**config.mk**
```make
export PLATFORM = sky130hd
export DESIGN_NAME = gregorian_date_difference
export DESIGN_NICKNAME = d
export VERILOG_FILES = /design/src/hw/rtl/gdd_pkg.sv /design/src/hw/rtl/gregorian_date_difference.sv /design/src/hw/rtl/gdd_day_number.sv
export VERILOG_INCLUDE_DIRS = /design/src /design/src/hw/rtl
export SDC_FILE = /design/constraint.sdc
export NUM_CORES = 2
export LEC_CHECK = 0
export BUFFER_PORTS_ARGS = -buffer_cell sky130_fd_sc_hd__buf_2
export CORE_ASPECT_RATIO = 0.9
export CORE_MARGIN = 10
export CORE_UTILIZATION = 65
export DETAILED_ROUTE_END_ITERATION = 8
export HOLD_SLACK_MARGIN = 0.15
export PLACE_DENSITY = 0.82
export SYNTH_ARGS = -nofsm -noshare
export SYNTH_HDL_FRONTEND = slang
export SYNTH_SLANG_ARGS = --single-unit
```
**constraint.sdc**
```tcl
create_clock -name i_clk -period 8 [get_ports i_clk]
set_input_delay 0.8 -clock i_clk [delete_from_list [all_inputs] [get_ports i_clk]]
set_output_delay 0.8 -clock i_clk [all_outputs]
set_load 0.005 [all_outputs]
```
**src/hw/rtl/assert_macros.svh**
```systemverilog
// ----------------------------------------------------------------------------
// Assertion macros
// Shared assertion wrappers for the RTL folder.
// ----------------------------------------------------------------------------
`ifndef ASSERT_MACROS_SVH
`define ASSERT_MACROS_SVH

// Checked only while out of reset
`define GDD_ASSERT(lbl, clk, rst_n, prop, msg) \
    lbl: assert property (@(posedge clk) disable iff (!rst_n) prop) else $error(msg);

// Checked on every edge, reset included
`define GDD_ASSERT_ALWAYS(lbl, clk, prop, msg) \
    lbl: assert property (@(posedge clk) prop) else $error(msg);

`endif

```
**src/hw/rtl/gdd_pkg.sv**
```systemverilog
// ----------------------------------------------------------------------------
// gdd_pkg
// Types, constants and the month table of the date difference block.
// ----------------------------------------------------------------------------
package gdd_pkg;

    // Field widths
    localparam int C_DAY_W   = 5;
    localparam int C_MONTH_W = 4;
    localparam int C_YEAR_W  = 14;
    localparam int C_NUM_W   = 22;
    localparam int C_MDAY_W  = 9;

    // Stream payload widths (padded to bytes)
    localparam int C_S_TDATA_W = 48;
    localparam int C_M_TDATA_W = 24;

    // Years above this are saturated
    localparam logic [C_YEAR_W-1:0] C_MAX_YEAR = 14'd9999;

    // floor(x / 25) = (x * 5243) >> 17, exact for x below 43690
    localparam logic [12:0] C_RECIP_25  = 13'd5243;
    localparam int          C_RECIP_SH  = 17;

    // Per-stage load enables of the day number pipeline
    typedef struct packed {
        logic s1_load;
        logic s2_load;
        logic s3_load;
        logic s4_load;
    } t_dn_ctrl;

    // Days before a month in a common year; month 0 reads as January,
    // anything past December as the whole year
    function automatic logic [C_MDAY_W-1:0] f_days_before(input logic [C_MONTH_W-1:0] month);
        logic [C_MDAY_W-1:0] days;
        unique case (month) inside
            4'd0, 4'd1: days = 9'd0;
            4'd2:       days = 9'd31;
            4'd3:       days = 9'd59;
            4'd4:       days = 9'd90;
            4'd5:       days = 9'd120;
            4'd6:       days = 9'd151;
            4'd7:       days = 9'd181;
            4'd8:       days = 9'd212;
            4'd9:       days = 9'd243;
            4'd10:      days = 9'd273;
            4'd11:      days = 9'd304;
            4'd12:      days = 9'd334;
            default:    days = 9'd365;
        endcase
        return days;
    endfunction

endpackage

```
**src/hw/rtl/gregorian_date_difference.sv**
```systemverilog
// ----------------------------------------------------------------------------
// gregorian_date_difference
// Absolute number of days between two proleptic Gregorian dates.
// ----------------------------------------------------------------------------
// Takes one date pair per cycle unless output back-pressure fills the pipeline,
// and returns one day count per pair, in order. From input request to output request, four stages
// form each date's day number (year saturation, reciprocal multiplies for the
// divisions by 25 and 100, year and month sums, final add), the fifth takes
// the absolute difference. Each stage advances when its successor is free,
// so a stall at the output holds every request in place and bubbles close up.
// Years above 9999 are treated as 9999; days and months are not checked.
`include "assert_macros.svh"

module gregorian_date_difference (
    input  logic                             i_clk,
    input  logic                             i_rst_n,
    // tdata: first_day[4:0] first_month[8:5] first_year[22:9]
    //        second_day[27:23] second_month[31:28] second_year[45:32], zero pad
    input  logic                             i_s_tvalid,
    output logic                             o_s_tready,
    input  logic [gdd_pkg::C_S_TDATA_W-1:0]  i_s_tdata,
    // tdata: day_difference[21:0], zero pad
    output logic                             o_m_tvalid,
    input  logic                             i_m_tready,
    output logic [gdd_pkg::C_M_TDATA_W-1:0]  o_m_tdata
);
    import gdd_pkg::*;

    localparam int C_STAGES = 5;

    logic [C_STAGES-1:0] r_valid;
    logic [C_STAGES-1:0] n_load;
    logic [C_NUM_W-1:0]  r_diff;
    logic [C_NUM_W-1:0]  w_num_a;
    logic [C_NUM_W-1:0]  w_num_b;
    t_dn_ctrl            w_ctrl;

    // Stage advance: free or its content moves on
    always_comb begin
        n_load[C_STAGES-1] = !r_valid[C_STAGES-1] || i_m_tready;
        for (int k = C_STAGES - 2; k >= 0; k--) begin
            n_load[k] = !r_valid[k] || n_load[k+1];
        end
        w_ctrl.s1_load = n_load[0];
        w_ctrl.s2_load = n_load[1];
        w_ctrl.s3_load = n_load[2];
        w_ctrl.s4_load = n_load[3];
    end

    assign o_s_tready = n_load[0];

    // Valid bits travel with the data
    always_ff @(posedge i_clk) begin
        if (!i_rst_n) begin
            r_valid <= '0;
        end else begin
            if (n_load[0]) begin
                r_valid[0] <= i_s_tvalid;
            end
            for (int k = 1; k < C_STAGES; k++) begin
                if (n_load[k]) begin
                    r_valid[k] <= r_valid[k-1];
                end
            end
        end
    end

    // Day numbers of both dates
    gdd_day_number u_first (
        .i_clk     (i_clk),
        .i_ctrl    (w_ctrl),
        .i_day     (i_s_tdata[4:0]),
        .i_month   (i_s_tdata[8:5]),
        .i_year    (i_s_tdata[22:9]),
        .o_day_num (w_num_a)
    );

    gdd_day_number u_second (
        .i_clk     (i_clk),
        .i_ctrl    (w_ctrl),
        .i_day     (i_s_tdata[27:23]),
        .i_month   (i_s_tdata[31:28]),
        .i_year    (i_s_tdata[45:32]),
        .o_day_num (w_num_b)
    );

    // Absolute difference into the output register
    always_ff @(posedge i_clk) begin
        if (n_load[C_STAGES-1]) begin
            r_diff <= (w_num_a >= w_num_b) ? (w_num_a - w_num_b) : (w_num_b - w_num_a);
        end
    end

    assign o_m_tvalid = r_valid[C_STAGES-1];
    assign o_m_tdata  = {{(C_M_TDATA_W - C_NUM_W){1'b0}}, r_diff};

    // A ready sink never back-pressures the input
    `GDD_ASSERT(a_no_stall_through, i_clk, i_rst_n, i_m_tready |-> o_s_tready, "input stalled while output ready")
    // A new result only comes from a valid fourth stage
    `GDD_ASSERT(a_out_source, i_clk, i_rst_n, (o_m_tvalid && !$past(o_m_tvalid)) |-> $past(r_valid[C_STAGES-2]), "output valid without a source request")
    // Nothing leaves the pipeline straight after reset
    `GDD_ASSERT_ALWAYS(a_reset_empty, i_clk, !i_rst_n |=> !o_m_tvalid, "output valid after reset")

endmodule

```
**src/hw/rtl/gdd_day_number.sv**
```systemverilog
// ----------------------------------------------------------------------------
// gdd_day_number
// Four-stage pipeline turning one date into its day number.
// ----------------------------------------------------------------------------
module gdd_day_number (
    input  logic                           i_clk,
    input  gdd_pkg::t_dn_ctrl              i_ctrl,
    input  logic [gdd_pkg::C_DAY_W-1:0]    i_day,
    input  logic [gdd_pkg::C_MONTH_W-1:0]  i_month,
    input  logic [gdd_pkg::C_YEAR_W-1:0]   i_year,
    output logic [gdd_pkg::C_NUM_W-1:0]    o_day_num
);
    import gdd_pkg::*;

    // Stage 1: saturated year
    logic [C_DAY_W-1:0]   r1_day;
    logic [C_MONTH_W-1:0] r1_month;
    logic [C_YEAR_W-1:0]  r1_year;

    // Stage 2: year, years before it, quotients by 25 and by 100
    logic [C_DAY_W-1:0]   r2_day;
    logic [C_MONTH_W-1:0] r2_month;
    logic [C_YEAR_W-1:0]  r2_year;
    logic [C_YEAR_W-1:0]  r2_prev;
    logic [9:0]           r2_q_year;   // year / 25
    logic [7:0]           r2_q_prev;   // prev / 100

    // Stage 3: year and month contributions
    logic [C_DAY_W-1:0]   r3_day;
    logic [C_NUM_W-1:0]   r3_years;
    logic [C_MDAY_W-1:0]  r3_mdays;

    // Stage 4: final day number
    logic [C_NUM_W-1:0]   r4_num;

    logic [C_YEAR_W-1:0]  n_prev;
    logic [26:0]          n_prod_year;
    logic [24:0]          n_prod_prev;
    logic [C_YEAR_W-1:0]  n_q25;
    logic                 n_leap;
    logic [C_NUM_W-1:0]   n_years;
    logic [C_MDAY_W-1:0]  n_mdays;

    // Stage 1 load
    always_ff @(posedge i_clk) begin
        if (i_ctrl.s1_load) begin
            r1_day   <= i_day;
            r1_month <= i_month;
            r1_year  <= (i_year > C_MAX_YEAR) ? C_MAX_YEAR : i_year;
        end
    end

    // Reciprocal multiplies for the divisions by 25 and by 100
    always_comb begin
        n_prev      = (r1_year == '0) ? '0 : r1_year - 14'd1;
        n_prod_year = 27'(r1_year) * 27'(C_RECIP_25);
        n_prod_prev = 25'(n_prev[C_YEAR_W-1:2]) * 25'(C_RECIP_25);
    end

    always_ff @(posedge i_clk) begin
        if (i_ctrl.s2_load) begin
            r2_day    <= r1_day;
            r2_month  <= r1_month;
            r2_year   <= r1_year;
            r2_prev   <= n_prev;
            r2_q_year <= n_prod_year[C_RECIP_SH+9:C_RECIP_SH];
            r2_q_prev <= n_prod_prev[C_RECIP_SH+7:C_RECIP_SH];
        end
    end

    // Leap test, closed-form count of whole years and days before the month
    always_comb begin
        n_q25   = 14'(r2_q_year) * 14'd25;
        // div by 4 and not by 25, or div by 16 and by 25 (i.e. by 400)
        n_leap  = (r2_year[1:0] == 2'd0) &&
                  ((r2_year != n_q25) || (r2_year[3:0] == 4'd0));
        n_years = 22'(r2_prev) * 22'd365 + 22'(r2_prev[C_YEAR_W-1:2])
                  - 22'(r2_q_prev) + 22'(r2_q_prev[7:2]);
        n_mdays = f_days_before(r2_month)
                  + 9'(n_leap && (r2_month > 4'd2));
    end

    always_ff @(posedge i_clk) begin
        if (i_ctrl.s3_load) begin
            r3_day   <= r2_day;
            r3_years <= n_years;
            r3_mdays <= n_mdays;
        end
    end

    // Sum of the parts
    always_ff @(posedge i_clk) begin
        if (i_ctrl.s4_load) begin
            r4_num <= r3_years + 22'(r3_mdays) + 22'(r3_day);
        end
    end

    assign o_day_num = r4_num;

endmodule
```
==> results.txt <==
The run finished with clean final reports. The number of inserted diodes came out at 0. The worst hold path begins at i_s_tdata[28]. The die area came out at 65,000 um^2.

Sorting the synthesized cells by how often they occur yields 861 x sky130_fd_sc_hd__inv_1, 697 x sky130_fd_sc_hd__ha_1, 396 x sky130_fd_sc_hd__fa_1, 294 x sky130_fd_sc_hd__edfxtp_1, 138 x sky130_fd_sc_hd__xnor2_1. After synthesis, the netlist uses 75 different library cells. The transition time at the pin with the least slew margin is 1060 ps. The total number of placement rows is 81.

Headroom to the max-slew limit came out at 29.3%. The root buffer cell chosen for the clock tree is sky130_fd_sc_hd__clkbuf_16. The detailed-route vias per instance came out at 5.49. Counting every sink on the clock net gives 299.

After detailed placement, the total cell area comes to 37,000 um^2. The residual DRC count came out at 0. The reg-to-reg setup timing slack is 470 ps.

Synthesis inferred 299 register bits. In this run the critical register-to-register path is captured at u_second.r2_q_prev[7]. Max-cap violations in this run came to 0. The worst setup path is captured at a register.

The layout net count came out at 4,594. The final weighted congestion in routability-driven placement came out at 0.911. For this run, the number of Yosys warnings is 0. The number of antenna violations at the first check in global routing is 0. Summed over all instances, the cell type with the most area after synthesis is sky130_fd_sc_hd__edfxtp_1.

The global-route wire length before repair came out at 119 mm. The critical path data required time came out at 8300 ps. The half-perimeter wire length after placement is 57.5 mm. The sequential element share of the synthesized area came out at 24.9%.

For this design the top-level I/O count stands at 78. The clock-pin slew of the registers on the worst-case setup and hold paths is 70 ps. The number of synthesized flops with an enable pin came out at 294.

In this run the horizontal extent of the chip is 268 um. The final layout contains routed wiring with a total length of 70.8 mm. Setup repair after global routing left no endpoint under its margin. From synthesis to final layout, the design area changed by 7.12%. Yosys attributes the largest share of cell area to sky130_fd_sc_hd__edfxtp_1 25%, sky130_fd_sc_hd__ha_1 24%, sky130_fd_sc_hd__fa_1 22%.

The critical path in this run is classified as register to register. The largest driver fanout on the critical path came out at 7. The count of nets left with antenna violations once routing finished came out at 0. Data on the critical path arrives at its endpoint at 7820 ps. After the first detailed-routing iteration, the DRC count stood at 1,351.

Across all layers, the routed design uses 22,967 vias. The clock latency reported for the late side of the worst-skew pair is 570 ps. The worst setup skew after layout came out at 31.0 ps. The starting utilization of the core area is 65.9%.

The total core area is 54,400 um^2. The reg-to-reg startpoint is u_second.r1_year[2]. The maximum frequency from static timing analysis came out at 0.133 GHz. The aggregate negative setup slack is 0 ps. The mean instance size in the synthesized netlist came out at 10.7 um^2. The combined global-route utilization of all metal layers is 22.5%.

The number of buffers inserted for hold repair after clock tree synthesis is 0. The path class of the tightest hold or removal check is input pin to register. The number of cells produced by synthesis is 3,360. In the final routed layout, each cell accounts on average for 16.9 um. The cell area that synthesis handed to floorplanning was 35,900 um^2.

STA classifies the critical path startpoint as a register. The proportion of synthesized flip-flops having asynchronous set or reset is 0%. Counting cells, the worst reg-to-reg path comes to 27. The part of the cycle the worst path needs came out at 94.1%. In this run the biggest area consumer among cell types represents 24.6% of the synthesized area. The first TritonRoute pass finished after 5 iterations.

The number of port buffers is 73. The number of pins with negative max-slew slack in the final report is 0. The final-layout fill cell count came out at 3,726. For the finished layout, the period the worst path requires is 7530 ps. The via count of the first global-routing pass came to 24,425. The deepest level of the CTS H-tree is 2.

The instance count along the most critical hold path is 1. The final number of setup-violating endpoints is 0. The final global-route overflow total is 0. The floorplan die height came out at 243 um. The maximum root-to-sink buffer count is 3. The pin count of the biggest net entering global routing came out at 73. By instance count, the leading cell after synthesis is sky130_fd_sc_hd__inv_1. The post-CTS setup buffer count came out at 0. In the synthesized netlist the dominant register cell turns out to be sky130_fd_sc_hd__edfxtp_1.

After routing the design area is 38,400 um^2. The fraction of final layout cells sized beyond drive strength 1 is 5.55%. The post-cts gate resize count came out at 0. The TritonCTS clock tree is built.

The worst hold path terminates at u_second.r1_month[0]. The final-report hold violation count was 0. The number of buffers created by CTS is 38.
[worst max path at each step]
stage / startpoint / end / slack [ps]
after floorplan: u_second.r1_year[2] / u_second.r2_q_prev[7] / 1560
after global placement: u_second.r1_year[2] / u_second.r2_q_prev[7] / 860
after detailed placement: u_second.r1_year[3] / u_second.r2_q_prev[7] / 690
after CTS: u_second.r1_year[2] / u_second.r2_q_prev[7] / 500
after global routing: u_second.r1_year[2] / u_second.r2_q_prev[7] / 70
final: u_second.r1_year[2] / u_second.r2_q_prev[7] / 470
[cell usage in the layout, fill, tap and decap left out, types with 19 or more instances in the layout]
cell	count
sky130_fd_sc_hd__a21oi_1	123
sky130_fd_sc_hd__nand2b_1	26
sky130_fd_sc_hd__o21ai_0	69
sky130_fd_sc_hd__mux2i_1	19
sky130_fd_sc_hd__nor2b_1	26
sky130_fd_sc_hd__a21o_1	70
sky130_fd_sc_hd__edfxtp_1	294
sky130_fd_sc_hd__xor2_1	61
sky130_fd_sc_hd__clkbuf_16	41
sky130_fd_sc_hd__nor3_1	35
sky130_fd_sc_hd__nor2_1	112
sky130_fd_sc_hd__a21boi_0	22
sky130_fd_sc_hd__nand4_1	19
sky130_fd_sc_hd__ha_1	697
sky130_fd_sc_hd__xnor2_1	138
sky130_fd_sc_hd__or2_2	21
sky130_fd_sc_hd__nand2_1	93
sky130_fd_sc_hd__inv_1	860
sky130_fd_sc_hd__nand3_1	29
sky130_fd_sc_hd__fa_1	396
sky130_fd_sc_hd__buf_2	73
[kinds of logic after synthesis]
logic type / count (synthesis) / share of synthesized area [%]
XOR/XNOR: 199 / 4.86
multiplexers: 21 / 0.593
AND/OR/NAND/NOR: 426 / 5.89
flip-flops: 299 / 24.9
other: 1 / 0.0105
adder cells (fa/ha/maj): 1093 / 46.4
buffers and inverters: 893 / 9.47
AO/OA/AOI/OAI: 428 / 7.86
[layer usage]
metal / part of all wire, % / wire (um) / global-route usage (%) / vias to the layer above
met3: 4.8 / 3400 / 3.32 / 110
met5: 0 / 0 / 0 / -
met1: 44 / 31500 / 30.0 / 11278
li1: - / - / - / 11096
met2: 49 / 34400 / 38.2 / 483
met4: 2.0 / 1440 / 5.50 / 0
[per-stage QoR]
| stage | instances | utilization (%) | setup slack, ps | hold slack, ps |
|---|---|---|---|---|
| detailed placement | 4114 | 68.0 | 689 | 405 |
| finish | 4183 | 70.6 | 475 | 409 |
| floorplan | 3361 | - | 1560 | 400 |
| global route | 4183 | 70.6 | 73.2 | 396 |
| global placement | 4114 | 68.0 | 862 | 402 |
| CTS | 4183 | 70.6 | 505 | 381 |
[critical path, cell delays in order, from the launching register on]
cell and delay, ps:
sky130_fd_sc_hd__edfxtp_1 570, sky130_fd_sc_hd__inv_1 270, sky130_fd_sc_hd__ha_1 200, sky130_fd_sc_hd__nor2b_1 230, sky130_fd_sc_hd__o21ai_0 170, sky130_fd_sc_hd__a21boi_0 340
sky130_fd_sc_hd__o21ai_0 190, sky130_fd_sc_hd__a21boi_0 320, sky130_fd_sc_hd__nand2_1 110, sky130_fd_sc_hd__xnor2_1 140, sky130_fd_sc_hd__or2_2 340, sky130_fd_sc_hd__fa_1 480
sky130_fd_sc_hd__xnor2_1 180, sky130_fd_sc_hd__ha_1 270, sky130_fd_sc_hd__fa_1 490, sky130_fd_sc_hd__fa_1 520, sky130_fd_sc_hd__inv_1 60, sky130_fd_sc_hd__fa_1 480
sky130_fd_sc_hd__inv_1 40, sky130_fd_sc_hd__ha_1 300, sky130_fd_sc_hd__nand2_1 80, sky130_fd_sc_hd__nor4_1 280, sky130_fd_sc_hd__nor3_1 120, sky130_fd_sc_hd__a211o_1 330
sky130_fd_sc_hd__a31oi_1 280, sky130_fd_sc_hd__a21o_1 210, sky130_fd_sc_hd__a21oi_1 80, sky130_fd_sc_hd__xor2_1 140
[state kept, by name, summed over array words and instances (netlist names), 10 cells and up]
signal / flops
r_diff: 22
u_first.o_day_num: 22
u_first.r1_year: 14
u_first.r2_prev: 14
u_first.r2_q_year: 10
u_first.r2_year: 14
u_first.r3_years: 22
u_second.o_day_num: 22
u_second.r1_year: 14
u_second.r2_prev: 14
u_second.r2_q_year: 10
u_second.r2_year: 14
u_second.r3_years: 22
[cell type report]
type	count	area, um^2	area share [%]
flip-flops and latches	299	8930	23.2
repair buffers	80	418	1.09
clock buffers	43	1030	2.69
clock inverters	26	364	0.948
well taps	705	882	2.30
multi-input cells	2169	23600	61.3
inverters	861	3230	8.41
Power is left out: the tool's default activity adds up to more than one toggle a clock period on the data nets, which glitch-free logic cannot reach.
